### config.mk
export PLATFORM = sky130hd
export DESIGN_NAME = template_token_scanner
export DESIGN_NICKNAME = d
export VERILOG_FILES = /design/src/hdl/tts_pkg.sv /design/src/hdl/template_token_scanner.sv /design/src/hdl/tts_scan.sv /design/src/hdl/tts_queue.sv
export VERILOG_INCLUDE_DIRS = /design/src /design/src/hdl
export SDC_FILE = /design/constraint.sdc
export NUM_CORES = 1
export LEC_CHECK = 0
export ABC_CLOCK_PERIOD_IN_PS = 10500
export BUFFER_PORTS_ARGS = -buffer_cell sky130_fd_sc_hd__buf_2
export CAP_MARGIN = 25
export CORE_ASPECT_RATIO = 1.75
export CORE_MARGIN = 1
export CORE_UTILIZATION = 60
export DETAILED_ROUTE_END_ITERATION = 16
export PLACE_DENSITY = 0.87
export SLEW_MARGIN = 20
export SYNTH_ARGS = -nofsm -noshare
export SYNTH_HDL_FRONTEND = slang
export SYNTH_HIERARCHICAL = 1
export SYNTH_SLANG_ARGS = --single-unit
### constraint.sdc
create_clock -name clk -period 10.5 [get_ports clk]
set_clock_uncertainty 0.05 [all_clocks]
set_input_delay 1.575 -clock clk [delete_from_list [all_inputs] [get_ports clk]]
set_output_delay 1.575 -clock clk [all_outputs]
set_load 0.02 [all_outputs]
### src/hdl/template_token_scanner_defines.svh
// assertion macros for the template token scanner
`ifndef TEMPLATE_TOKEN_SCANNER_DEFINES_SVH
`define TEMPLATE_TOKEN_SCANNER_DEFINES_SVH

// same-cycle implication
`define TTS_ASSERT_NOW(name, clk, rst_n, ante, cons, msg) \
    name: assert property (@(posedge clk) disable iff (!rst_n) (ante) |-> (cons)) \
        else $error(msg);

// next-cycle implication
`define TTS_ASSERT_NEXT(name, clk, rst_n, ante, cons, msg) \
    name: assert property (@(posedge clk) disable iff (!rst_n) (ante) |=> (cons)) \
        else $error(msg);

`endif

### src/hdl/tts_pkg.sv
// types, constants and helpers shared by the template token scanner
`default_nettype none
package tts_pkg;

    localparam int TTS_QUEUE_DEPTH = 4;

    localparam logic [7:0] CH_OPEN  = 8'h7B;
    localparam logic [7:0] CH_CLOSE = 8'h7D;
    localparam logic [7:0] CH_HASH  = 8'h23;
    localparam logic [7:0] CH_SLASH = 8'h2F;
    localparam logic [7:0] CH_NL    = 8'h0A;
    localparam logic [7:0] CH_NUL   = 8'h00;

    localparam logic [0:0] CFG_WS_TOKENS    = 1'b0;
    localparam logic [0:0] CFG_BLOCK_TOKENS = 1'b1;

    typedef enum logic [2:0] {
        KIND_TEXT  = 3'd0,
        KIND_WS    = 3'd1,
        KIND_OPEN  = 3'd2,
        KIND_CLOSE = 3'd3,
        KIND_HASH  = 3'd4,
        KIND_SLASH = 3'd5,
        KIND_END   = 3'd6
    } kind_t;

    typedef enum logic [1:0] {
        RUN_NONE = 2'd0,
        RUN_TEXT = 2'd1,
        RUN_WS   = 2'd2
    } run_t;

    typedef struct packed {
        kind_t       kind;
        logic [7:0]  char_out;
        logic        token_start;
        logic [15:0] line;
        logic [15:0] column;
        logic        last;
    } result_t;

    // up to two results from one word, in order
    typedef struct packed {
        logic    a_valid;
        result_t a;
        logic    b_valid;
        result_t b;
    } push_t;

    function automatic logic [15:0] sat_inc(input logic [15:0] v);
        return (v == 16'hFFFF) ? v : v + 16'd1;
    endfunction

    function automatic logic is_ws(input logic [7:0] c);
        return (c == 8'h20) || ((c >= 8'h09) && (c <= 8'h0D));
    endfunction

endpackage
`default_nettype wire

### src/hdl/template_token_scanner.sv
// each word is registered at the input, then the results it yields are written to the result queue, in order
// the scanner takes one word a cycle while the queue has room; a word giving two results
// (held byte plus end) hands them out one at a time through the single-read result queue
// the queue of QUEUE_DEPTH entries takes words while at least two slots are free
// reset (rst_n low, asynchronous): queue empty, nothing held, line 1, column 0, modes off
`default_nettype none
`include "template_token_scanner_defines.svh"
module template_token_scanner #(
    parameter int QUEUE_DEPTH = tts_pkg::TTS_QUEUE_DEPTH
) (
    input  wire logic          clk,
    input  wire logic          rst_n,
    input  wire logic          cfg_we,
    input  wire logic [0:0]    cfg_index,
    input  wire logic [0:0]    cfg_data,
    input  wire logic          in_valid,
    output logic               in_stall,
    input  wire logic [7:0]    ch,
    output logic               out_valid,
    input  wire logic          out_stall,
    output logic [2:0]         kind,
    output logic [7:0]         char_out,
    output logic               token_start,
    output logic [15:0]        line,
    output logic [15:0]        column,
    output logic               last
);
    import tts_pkg::*;

    push_t                        push;
    logic                         room;
    result_t                      out_data;
    logic [$clog2(QUEUE_DEPTH+1)-1:0] level;

    tts_scan u_scan (
        .clk       (clk),
        .rst_n     (rst_n),
        .cfg_we    (cfg_we),
        .cfg_index (cfg_index),
        .cfg_data  (cfg_data),
        .in_valid  (in_valid),
        .in_stall  (in_stall),
        .ch        (ch),
        .room      (room),
        .push      (push)
    );

    tts_queue #(
        .DEPTH (QUEUE_DEPTH)
    ) u_queue (
        .clk       (clk),
        .rst_n     (rst_n),
        .push      (push),
        .room      (room),
        .out_valid (out_valid),
        .out_stall (out_stall),
        .out_data  (out_data),
        .level     (level)
    );

    assign kind        = out_data.kind;
    assign char_out    = out_data.char_out;
    assign token_start = out_data.token_start;
    assign line        = out_data.line;
    assign column      = out_data.column;
    assign last        = out_data.last;

    `TTS_ASSERT_NOW(a_queue_bound, clk, rst_n, 1'b1, level <= ($clog2(QUEUE_DEPTH+1))'(QUEUE_DEPTH), "result queue overflow")
    `TTS_ASSERT_NOW(a_end_last, clk, rst_n, push.b_valid, push.b.last && !(push.a_valid && push.a.last), "end result not final")
    `TTS_ASSERT_NOW(a_end_shape, clk, rst_n, out_valid && out_data.kind == KIND_END, token_start && last && char_out == CH_NUL, "malformed end result")
    `TTS_ASSERT_NEXT(a_stall_hold, clk, rst_n, in_stall, in_stall || push.a_valid || push.b_valid || room, "stalled word dropped")

endmodule
`default_nettype wire

### src/hdl/tts_scan.sv
// input register, scanner state and per-word classification
`default_nettype none
module tts_scan (
    input  wire logic          clk,
    input  wire logic          rst_n,
    input  wire logic          cfg_we,
    input  wire logic [0:0]    cfg_index,
    input  wire logic [0:0]    cfg_data,
    input  wire logic          in_valid,
    output logic               in_stall,
    input  wire logic [7:0]    ch,
    input  wire logic          room,
    output tts_pkg::push_t     push
);
    import tts_pkg::*;

    logic        ws_on_reg, block_on_reg;
    logic        in_valid_reg, in_valid_next;
    logic [7:0]  ch_reg;
    logic [7:0]  held_byte_reg, held_byte_next;
    logic        held_valid_reg, held_valid_next;
    run_t        run_reg, run_next;
    logic [15:0] line_reg, line_next;
    logic [15:0] column_reg, column_next;

    logic        fire, pair;
    logic [15:0] line_adv, column_adv, column_pair;
    result_t     res_a, res_b;
    run_t        run_a;

    assign fire     = in_valid_reg && room;
    assign in_stall = in_valid_reg && !room;
    assign pair     = held_valid_reg && (held_byte_reg == CH_OPEN || held_byte_reg == CH_CLOSE)
                      && (ch_reg == held_byte_reg);

    assign line_adv    = (held_byte_reg == CH_NL) ? sat_inc(line_reg) : line_reg;
    assign column_adv  = (held_byte_reg == CH_NL) ? 16'd0 : sat_inc(column_reg);
    assign column_pair = sat_inc(sat_inc(column_reg));

    // result for the held byte
    always_comb
    begin
        res_a.char_out    = held_byte_reg;
        res_a.line        = line_reg;
        res_a.column      = column_reg;
        res_a.last        = pair || (ch_reg != CH_NUL);
        res_a.kind        = KIND_TEXT;
        res_a.token_start = 1'b1;
        run_a             = RUN_NONE;
        if (pair)
        begin
            res_a.kind = (held_byte_reg == CH_OPEN) ? KIND_OPEN : KIND_CLOSE;
        end
        else if (ws_on_reg && is_ws(held_byte_reg))
        begin
            res_a.kind        = KIND_WS;
            res_a.token_start = (run_reg != RUN_WS);
            run_a             = RUN_WS;
        end
        else if (block_on_reg && held_byte_reg == CH_HASH)
        begin
            res_a.kind = KIND_HASH;
        end
        else if (block_on_reg && held_byte_reg == CH_SLASH)
        begin
            res_a.kind = KIND_SLASH;
        end
        else
        begin
            res_a.token_start = (run_reg != RUN_TEXT);
            run_a             = RUN_TEXT;
        end
    end

    // end marker
    always_comb
    begin
        res_b.kind        = KIND_END;
        res_b.char_out    = CH_NUL;
        res_b.token_start = 1'b1;
        res_b.last        = 1'b1;
        res_b.line        = held_valid_reg ? line_adv : line_reg;
        res_b.column      = held_valid_reg ? column_adv : column_reg;
    end

    always_comb
    begin
        push.a_valid    = fire && held_valid_reg;
        push.a          = res_a;
        push.b_valid    = fire && !pair && (ch_reg == CH_NUL);
        push.b          = res_b;
        held_byte_next  = held_byte_reg;
        held_valid_next = held_valid_reg;
        run_next        = run_reg;
        line_next       = line_reg;
        column_next     = column_reg;
        if (fire)
        begin
            if (pair)
            begin
                held_valid_next = 1'b0;
                run_next        = RUN_NONE;
                column_next     = column_pair;
            end
            else
            begin
                if (held_valid_reg)
                begin
                    run_next    = run_a;
                    line_next   = line_adv;
                    column_next = column_adv;
                end
                if (ch_reg == CH_NUL)
                begin
                    held_valid_next = 1'b0;
                    run_next        = RUN_NONE;
                    line_next       = 16'd1;
                    column_next     = 16'd0;
                end
                else
                begin
                    held_valid_next = 1'b1;
                    held_byte_next  = ch_reg;
                end
            end
        end
    end

    always_comb
    begin
        in_valid_next = in_valid_reg;
        if (in_valid && !in_stall)
        begin
            in_valid_next = 1'b1;
        end
        else if (fire)
        begin
            in_valid_next = 1'b0;
        end
    end

    always_ff @(posedge clk or negedge rst_n)
    begin
        if (!rst_n)
        begin
            ws_on_reg      <= 1'b0;
            block_on_reg   <= 1'b0;
            in_valid_reg   <= 1'b0;
            held_byte_reg  <= 8'd0;
            held_valid_reg <= 1'b0;
            run_reg        <= RUN_NONE;
            line_reg       <= 16'd1;
            column_reg     <= 16'd0;
        end
        else
        begin
            if (cfg_we)
            begin
                case (cfg_index)
                    CFG_WS_TOKENS:    ws_on_reg    <= cfg_data[0];
                    CFG_BLOCK_TOKENS: block_on_reg <= cfg_data[0];
                    default:          ;
                endcase
            end
            in_valid_reg   <= in_valid_next;
            held_byte_reg  <= held_byte_next;
            held_valid_reg <= held_valid_next;
            run_reg        <= run_next;
            line_reg       <= line_next;
            column_reg     <= column_next;
        end
    end

    always_ff @(posedge clk)
    begin
        if (in_valid && !in_stall)
        begin
            ch_reg <= ch;
        end
    end

endmodule
`default_nettype wire

### src/hdl/tts_queue.sv
// result queue taking up to two results a cycle and giving one while out_stall is low
`default_nettype none
module tts_queue #(
    parameter int DEPTH = tts_pkg::TTS_QUEUE_DEPTH
) (
    input  wire logic                     clk,
    input  wire logic                     rst_n,
    input  wire tts_pkg::push_t           push,
    output logic                          room,
    output logic                          out_valid,
    input  wire logic                     out_stall,
    output tts_pkg::result_t              out_data,
    output logic [$clog2(DEPTH+1)-1:0]    level
);
    import tts_pkg::*;

    localparam int PW = (DEPTH > 1) ? $clog2(DEPTH) : 1;
    localparam int CW = $clog2(DEPTH + 1);
    localparam logic [PW-1:0] LAST_SLOT = PW'(DEPTH - 1);

    result_t        mem [DEPTH];
    logic [PW-1:0]  wr_ptr_reg, wr_ptr_next, wr_ptr_inc, wr_ptr_inc2;
    logic [PW-1:0]  rd_ptr_reg, rd_ptr_next;
    logic [CW-1:0]  count_reg, count_next;
    logic           pop;
    logic [1:0]     n_push;

    assign wr_ptr_inc  = (wr_ptr_reg == LAST_SLOT) ? '0 : wr_ptr_reg + 1'b1;
    assign wr_ptr_inc2 = (wr_ptr_inc == LAST_SLOT) ? '0 : wr_ptr_inc + 1'b1;
    assign n_push      = {1'b0, push.a_valid} + {1'b0, push.b_valid};
    assign pop         = out_valid && !out_stall;
    assign out_valid   = (count_reg != '0);
    assign out_data    = mem[rd_ptr_reg];
    assign room        = (count_reg <= CW'(DEPTH - 2));
    assign level       = count_reg;

    always_comb
    begin
        case (n_push)
            2'd1:    wr_ptr_next = wr_ptr_inc;
            2'd2:    wr_ptr_next = wr_ptr_inc2;
            default: wr_ptr_next = wr_ptr_reg;
        endcase
        rd_ptr_next = rd_ptr_reg;
        if (pop)
        begin
            rd_ptr_next = (rd_ptr_reg == LAST_SLOT) ? '0 : rd_ptr_reg + 1'b1;
        end
        count_next = count_reg + CW'(n_push) - CW'(pop);
    end

    always_ff @(posedge clk)
    begin
        if (push.a_valid)
        begin
            mem[wr_ptr_reg] <= push.a;
            if (push.b_valid)
            begin
                mem[wr_ptr_inc] <= push.b;
            end
        end
        else if (push.b_valid)
        begin
            mem[wr_ptr_reg] <= push.b;
        end
    end

    always_ff @(posedge clk or negedge rst_n)
    begin
        if (!rst_n)
        begin
            wr_ptr_reg <= '0;
            rd_ptr_reg <= '0;
            count_reg  <= '0;
        end
        else
        begin
            wr_ptr_reg <= wr_ptr_next;
            rd_ptr_reg <= rd_ptr_next;
            count_reg  <= count_next;
        end
    end

endmodule
`default_nettype wire

==> qor.yml, run 1 <==
status:
  outcome: "finished, final reports clean"
critical_path:
  crit_path_end_kind: "output port"
  worst_path_max_delay_cell: "buf_4"
  worstPathCellList: "buf_4 > mux4_2 > buf_2"
  crit_required_ns: 8.88
  start_kind: "flop"
  crit_type: "reg2out"
  crit_path_max_incr_delay_ns: 0.73
  worstPathArrival_ns: 2.43
  critPathMaxFanout: 48
timing:
  hold_violations: 0
  drv_slew: 0
  worst_slew_pin_slew_ns: 1.00
  slew_headroom_pct: 32.7
  post-route-period-util_pct: 38.6
  fin_crit_ns: 4.06
  timing.fmax_ghz: 0.247
  holdWs_ns: 0.468
  tns_ns: 0
  finalSetupViolCount: 0
  rsz0062_at_grt: "false"
finish:
  drive_above_1_share_pct: 35.3
  largest_register_ffs: 180
  nets: 1052
  area_growth_pct: 6.54
  n_antenna_cell: 0
  finalNonFillerCells: 1331
  fin_area_mm2: 0.0150
placement:
  gp_congestion: 0.996
  numPortBuffers: 61
  placed_area_mm2: 0.0144
  dpl.hpwl_um: 19200
  dp_cells: 1293
logic_synthesis:
  synth_most_common_cell: "edfxtp_1"
  ys_ff_latch: 241
  synth_area_mm2: 0.0141
  yosys_warnings: 6
  yosysTopAreaCellShare_pct: 40.0
  synthTopCellsByArea: "edfxtp_1 40%, mux2_4 17%, dfrtp_1 9.2%, mux4_2 7.2%, mux2_2 2.2%"
  synthCells: 981
  synthFlopType: "edfxtp_1"
  synth_top_area_cell: "edfxtp_1"
  synth-async-reset-ratio_pct: 22.0
  yosysUniqueCellTypes: 85
  synth_enable_flop_cells: 188
  synth_area_per_cell_um2: 14.4
  ys_seq_area_share_pct: 49.4
  synthTopCellsByCount: "188 x edfxtp_1, 160 x mux2_4, 69 x nand2_1"
global_routing:
  grt_overflow: 0
  grt_pass1_vias: 9040
  grt_pass1_wl_um: 48000
  grt.total_usage_pct: 25.6
  grt_max_degree: 54
  antenna_found_initial: 0
detailed_routing:
  wire_per_inst_um: 22.9
  finalWirelength_um: 30500
  drtPass1Iterations: 6
  post-route-drc-count: 0
  via_per_inst: 6.54
  drt_iter0_drc: 971
  ant_nets: 0
  via_count: 8705
floorplanning:
  die_area_mm2: 0.0242
  die_w_um: 118
  pin_count: 62
  core-area_mm2: 0.0229
  die_h_um: 205
  initial_core_util_pct: 61.5
  placementRows: 73
pwr:
  power.total_uw: 3480
  powerDensity_mw_per_mm2: 231
  vdd_ir_drop_max_uv: 155
  p_leak_uw: 0.00605
clock_network:
  hold_buffers: 0
  htree_levels: 1
  post_cts_buffers: 0
  clkSlewWorstSetupHoldPaths_ns: 0.06
  cts_buffers: 21
  clk_latency_ns: 0.51
  clockBufferDepth: 3
  root_buffer: "clkbuf_16"
  clkSinkCount: 241
  cts_tree: "done"
  cts_resized: 0
worst_hold_path:
  hold_path_class: "reg2reg"
run:
  drv_cap: 0
placed cells by master (no fill, tap or decap), types with 8 or more instances in the layout:
master / instances
xor2_1: 10
nor3_1: 11
dfrtp_1: 50
ha_1: 20
mux4_2: 45
nand3_1: 22
o21ai_0: 28
nor2_1: 28
a22o_1: 15
buf_4: 13
inv_1: 32
nand4_1: 14
clkbuf_1: 8
buf_2: 61
nand2_1: 69
xnor2_1: 18
a21oi_1: 17
mux2_2: 27
conb_1: 13
nor4_1: 11
edfxtp_1: 188
mux2_4: 160
clkbuf_16: 21
a22oi_1: 13
final cells by class:
type / count / area (um2)
Sequential cell: 241 / 6980
Clock inverter: 9 / 80.1
Tap cell: 300 / 375
Multi-Input combinational cell: 645 / 6520
Clock buffer: 29 / 556
Timing Repair Buffer: 74 / 403
Fill cell: 1520 / 7890
Inverter: 33 / 124
metrics by stage:
step	setup slack, ns	utilization (%)
6_report	6.44	65.6
5_1_grt	6.30	65.6
3_3_place_gp	6.74	62.8
2_1_floorplan	5.07	-
4_1_cts	6.37	65.6
3_5_place_dp	6.71	62.8
worst max-delay path: cells and delay by family, from the launching register on:
kind | cells | cell delay [ns]
mux | 1 | 0.65
flops | 1 | 0.34
buf+inv | 2 | 0.91
final timing paths:
path | start | to | slack, ns | cells past startpoint
min in group asynchronous | rst_n | u_scan/ws_on_reg | 1.16 | 2
worst max-delay path | u_queue/rd_ptr_reg[0] | kind[1] | 6.44 | 3
max in group asynchronous | rst_n | u_queue/rd_ptr_reg[1] | 8.66 | 2
worst min-delay path | u_queue/level[2] | u_queue/level[2] | 0.47 | 1
worst min register to register | u_queue/level[2] | u_queue/level[2] | 0.47 | 1
worst max register to register | u_scan/ch_reg[4] | u_queue/mem[3][12] | 6.64 | 8
logic make-up (layout without fill, tap and decap cells):
| group | Yosys count | after routing | share of synthesized area [%] |
|---|---|---|---|
| AO/OA/AOI/OAI | 141 | 141 | 7.40 |
| multiplexers | 235 | 235 | 26.6 |
| AND/OR/NAND/NOR | 207 | 207 | 7.87 |
| buffers and inverters | 106 | 145 | 5.02 |
| XOR/XNOR | 28 | 28 | 1.74 |
| adder cells (fa/ha/maj) | 21 | 21 | 1.92 |
| other | 2 | 13 | 0.0532 |
| flip-flops | 241 | 241 | 49.4 |
power breakdown:
group / switching [uW] / total [uW] / internal [uW]
Clock: 334 / 732 / 399
Combinational: 753 / 1330 / 576
Sequential: 185 / 1420 / 1230
Total: 1270 / 3480 / 2210
metal layers:
layer	share of wire (%)	wire length (um)	vias up	GRT usage [%]
li1	-	-	3829	-
met2	54	16600	357	48.2
met3	5.2	1580	105	2.42
met1	36	10900	4414	28.1
met4	4.6	1410	0	14.1
met5	0	0	-	0
Power figures use the tool's default switching activity.
==> inputs of run 2 (changes only) <==
--- a/config.mk
+++ b/config.mk
@@ -6,7 +6,7 @@
 export SDC_FILE = /design/constraint.sdc
 export NUM_CORES = 1
 export LEC_CHECK = 0
-export ABC_CLOCK_PERIOD_IN_PS = 10500
+export ABC_CLOCK_PERIOD_IN_PS = 4300
 export BUFFER_PORTS_ARGS = -buffer_cell sky130_fd_sc_hd__buf_2
 export CAP_MARGIN = 25
 export CORE_ASPECT_RATIO = 1.75
==> constraint.sdc (replaced) <==
create_clock -name clk -period 4.3 [get_ports clk]
set_clock_uncertainty 0.05 [all_clocks]
set_input_delay 0.645 -clock clk [delete_from_list [all_inputs] [get_ports clk]]
set_output_delay 0.645 -clock clk [all_outputs]
set_load 0.02 [all_outputs]
==> run 2 against run 1 <==
Count of clock-buffer cells in the layout down 1; flip-flop and latch count unchanged; critical path type is now reg2reg; sequential share of layout area down 0.72 points; sequential power up 150%; cell area up 1.5%; critical endpoint is now u_scan/column_reg[5]; highest routed layer unchanged; worst hold slack worse by 0.36 ns; final cell count up 1.1%.
==> qor.yml, run 2 (same netlist as run 1, synthesis figures left out) <==
detailed_routing:
  via_per_inst: 6.57
  wire_per_inst_um: 24.6
  finalWirelength_um: 33000
  post-route-drc-count: 0
  via_count: 8842
  drt_iter0_drc: 846
  drtPass1Iterations: 6
  ant_nets: 0
finish:
  drive_above_1_share_pct: 36.5
  most-common-layout-cells: "188 x edfxtp_1, 160 x mux2_4, 69 x nand2_1"
  largest_register_ffs: 180
  n_antenna_cell: 0
  fin_area_mm2: 0.0153
  fillers: 1514
  nets: 1067
  layout_commonest_cell: "edfxtp_1"
  area_growth_pct: 8.18
clock_network:
  clkSinkCount: 241
  post_cts_buffers: 0
  clkSlewWorstSetupHoldPaths_ns: 0.06
  hold_buffers: 0
  cts_tree: "done"
  clk_latency_ns: 0.51
  cts_resized: 0
  root_buffer: "clkbuf_16"
  cts_buffers: 22
  htree_levels: 1
  clockBufferDepth: 3
worst_hold_path:
  hold_path_class: "in2async"
timing:
  post-route-period-util_pct: 86.1
  rsz0062_at_grt: "false"
  hold_violations: 0
  timing.fmax_ghz: 0.270
  tns_ns: 0
  slew_headroom_pct: 33.8
  worst_slew_pin_slew_ns: 0.990
  finalWorstSetupSlack_ns: 0.599
  finalSetupViolCount: 0
  holdWs_ns: 0.112
  drv_slew: 0
  fin_crit_ns: 3.70
run:
  drv_cap: 0
global_routing:
  antenna_found_initial: 0
  grt_overflow: 0
  grt_pass1_wl_um: 50900
  grt.total_usage_pct: 27.5
  grt_pass1_vias: 9405
  grt_max_degree: 46
critical_path:
  crit_path_max_incr_delay_ns: 0.82
  worst_path_max_delay_cell: "a2111oi_0"
  worstPathArrival_ns: 4.05
  start_kind: "flop"
  crit_required_ns: 4.65
  crit_buf_inv: 1
  cp_top_family: "compound AO/OA/AOI/OAI gates"
  crit_path_end_kind: "flop"
  crit_type: "reg2reg"
  worstPathCellList: "and4_1 > nand2_1 > a2111oi_0 > o21bai_1 > nor4_2 > buf_4 > nor4_1 > o31ai_1"
  critPathMaxFanout: 20
floorplanning:
  initial_core_util_pct: 61.5
  pin_count: 62
  placementRows: 73
  die_w_um: 118
  die_area_mm2: 0.0242
  die_h_um: 205
  core-area_mm2: 0.0229
pwr:
  p_leak_uw: 0.00619
  vdd_ir_drop_max_uv: 331
  powerDensity_mw_per_mm2: 572
placement:
  numPortBuffers: 61
  gp_congestion: 1.04
  dpl.hpwl_um: 20700
  dp_slack_ns: 0.799
  placed_area_mm2: 0.0146
status:
  outcome: "finished, final reports clean"
## run 2: changes by cell type in the layout (fill, tap and decap cells not counted), sizes merged
cell	previous run	this run
buf	74	88
bufinv	1	0
clkbuf	29	28
clkinv	5	10
clkinvlp	2	0
## run 2: final cells by class
class	count	area [um2]	area share, %
Clock buffer	28	614	4.03
Clock inverter	11	61.3	0.402
Inverter	33	124	0.812
Multi-Input combinational cell	645	6520	42.7
Sequential cell	241	6980	45.7
Tap cell	300	375	2.46
Timing Repair Buffer	88	591	3.87
## run 2: path summary, 6_finish.rpt
check	slack, ns	start	depth (start not counted)	endpoint
max	0.60	u_scan/column_reg[4]	8	u_scan/column_reg[5]
min	0.11	rst_n	1	u_scan/block_on_reg
max reg2reg	0.60	u_scan/column_reg[4]	8	u_scan/column_reg[5]
min reg2reg	0.46	u_queue/level[2]	1	u_queue/level[2]
max in group asynchronous	3.18	rst_n	2	u_queue/rd_ptr_reg[1]
min in group clk	0.26	ch[7]	1	u_scan/ch_reg[7]
## run 2: through the flow
step,total power (uW),cells,util [%]
2_1_floorplan,5820,992,-
3_3_place_gp,6720,1306,63.5
3_5_place_dp,6850,1306,63.5
4_1_cts,8700,1345,66.5
5_1_grt,9100,1346,66.6
6_report,8740,1346,66.6
## run 2: metal layers
layer	part of all wire [%]	vias up	GRT usage [%]	wire, um
met5	0	-	0	0
met4	4.4	0	14.8	1450
met3	5.5	120	3.37	1820
met2	55	434	51.9	18100
met1	35	4428	29.6	11600
li1	-	3860	-	-
## run 2: report_power, final
| group | switching, uW | internal [uW] |
|---|---|---|
| sequential | 477 | 3010 |
| clock | 846 | 1010 |
| combinational | 1910 | 1490 |
| total | 3230 | 5510 |
==> inputs of run 3 (changes only) <==
--- a/config.mk
+++ b/config.mk
@@ -8,12 +8,12 @@
 export LEC_CHECK = 0
 export ABC_CLOCK_PERIOD_IN_PS = 4300
 export BUFFER_PORTS_ARGS = -buffer_cell sky130_fd_sc_hd__buf_2
-export CAP_MARGIN = 25
+export CAP_MARGIN = 10
 export CORE_ASPECT_RATIO = 1.75
 export CORE_MARGIN = 1
-export CORE_UTILIZATION = 60
+export CORE_UTILIZATION = 45
 export DETAILED_ROUTE_END_ITERATION = 16
-export PLACE_DENSITY = 0.87
+export PLACE_DENSITY = 0.7
 export SLEW_MARGIN = 20
 export SYNTH_ARGS = -nofsm -noshare
 export SYNTH_HDL_FRONTEND = slang
==> run 3 against run 2 <==
Critical path depth is 1 higher; power is 0.28% higher; first-iteration DRC count is 37% lower; cell area is 1.4% higher; critical endpoint unchanged.
==> qor.yml, run 3 (same netlist as run 1, synthesis figures left out) <==
global_routing:
  grt_pass1_vias: 8881
  grt_pass1_wl_um: 48600
  grt_max_degree: 49
  antenna_found_initial: 0
  grt_overflow: 0
  grt.total_usage_pct: 19.8
detailed_routing:
  post-route-drc-count: 0
  finalWirelength_um: 31100
  via_per_inst: 5.91
  ant_nets: 0
  via_count: 8509
  drt_iter0_drc: 536
  drtPass1Iterations: 5
  wire_per_inst_um: 21.6
finish:
  n_antenna_cell: 0
  most-common-layout-cells: "188 x edfxtp_1, 160 x mux2_4, 69 x nand2_1"
  nets: 1070
  area_growth_pct: 9.74
  finish.utilization_pct: 50.2
  largest_register_ffs: 180
  layout_commonest_cell: "edfxtp_1"
  drive_above_1_share_pct: 36.7
timing:
  timing.fmax_ghz: 0.280
  hold_violations: 0
  drv_slew: 0
  post-route-period-util_pct: 83.0
  rsz0062_at_grt: "false"
  worst_slew_pin_slew_ns: 0.984
  slew_headroom_pct: 34.4
  fin_crit_ns: 3.57
  holdWs_ns: 0.0540
  finalSetupViolCount: 0
critical_path:
  critPathMaxFanout: 15
  crit_required_ns: 4.68
  worstPathArrival_ns: 3.95
  timing.rr.end: "u_scan/column_reg[5]"
  r2r_start: "u_scan/column_reg[1]"
  start_kind: "flop"
  reg2reg_slack_ns: 0.73
  crit_path_end_kind: "flop"
  crit_type: "reg2reg"
  reg2reg_depth: 9
pwr:
  powerDensity_mw_per_mm2: 566
  vdd_ir_drop_max_uv: 336
  p_leak_uw: 0.00623
clock_network:
  post_cts_buffers: 0
  clk_latency_ns: 0.53
  clkSinkCount: 241
  cts_tree: "done"
  clkSlewWorstSetupHoldPaths_ns: 0.08
  cts_resized: 0
  cts_buffers: 22
  hold_buffers: 0
  clockBufferDepth: 3
  htree_levels: 1
  root_buffer: "clkbuf_16"
run:
  drv_cap: 0
placement:
  gp_congestion: 0.908
  numPortBuffers: 61
  dpl.hpwl_um: 20700
worst_hold_path:
  hold_path_class: "in2async"
floorplanning:
  die_w_um: 136
  initial_core_util_pct: 45.7
  placementRows: 85
  pin_count: 62
  die_h_um: 236
  core-area_mm2: 0.0308
  die_area_mm2: 0.0321
status:
  outcome: "finished, final reports clean"
==> run 3: cell types whose count changed in the layout (fill, tap and decap cells not counted) <==
cell	previous run	this run
dfrtp_2	2	1
dfrtp_4	0	1
inv_6	1	2
inv_8	0	1
clkinv_2	4	1
clkinvlp_4	0	2
clkbuf_8	2	0
buf_12	5	8
bufinv_16	0	2
clkinv_4	2	1
==> run 3: final cells by class <==
class	count	area [um2]
clock buffers	26	587
clock inverters	13	133
fillers	2615	15400
inverters	33	124
multi-input cells	645	6520
flip-flops and latches	241	6980
well taps	391	489
repair buffers	91	651
==> run 3: worst max-delay path: stages, from the launching register on <==
cell	delay [ns]
dfrtp_1	0.53
ha_1	0.41
and3_1	0.36
a31oi_1	0.17
a2111o_1	0.44
or4_4	0.53
nor4_2	0.38
buf_4	0.27
nor4_1	0.07
o31ai_1	0.26
==> run 3: per-layer routing <==
layer  wire length (um)  vias to the layer above  track usage, %
met3               1260                       68            2.04
li1                   -                     3871               -
met4               1020                        0            8.72
met1              11300                     4331            21.1
met5                  0                        -               0
met2              17500                      239            38.2
==> run 3: worst max path at each step <==
stage / cells after the start / to / slack (ns) / startpoint
global route: 8 / u_queue/mem[3][15] / 0.54 / u_scan/ch_reg[5]
floorplan: 8 / u_queue/mem[0][0] / -1.13 / u_scan/ch_reg[5]
global placement: 8 / u_queue/mem[3][44] / 0.85 / u_scan/ch_reg[1]
finish: 9 / u_scan/column_reg[5] / 0.73 / u_scan/column_reg[1]
detailed placement: 8 / u_queue/mem[3][44] / 0.75 / u_scan/ch_reg[1]
CTS: 8 / u_queue/mem[3][44] / 0.75 / u_scan/ch_reg[1]
==> run 3: where the power goes <==
group	internal (uW)	leakage, uW	switching [uW]
registers	3010	0.00246	448
clock network	1110	0.000345	887
logic	1470	0.00343	1840
==> run 3: stage by stage <==
step	cells	setup WS (ns)	power, uW	area (um2)	setup TNS (ns)
after global routing	1440	0.541	9190	15500	0
after CTS	1439	0.751	8800	15500	0
after detailed placement	1400	0.751	6810	14700	0
after floorplan	992	-1.13	5820	14100	-201.72
final	1440	0.731	8760	15500	0
after global placement	1400	0.854	6750	14700	0
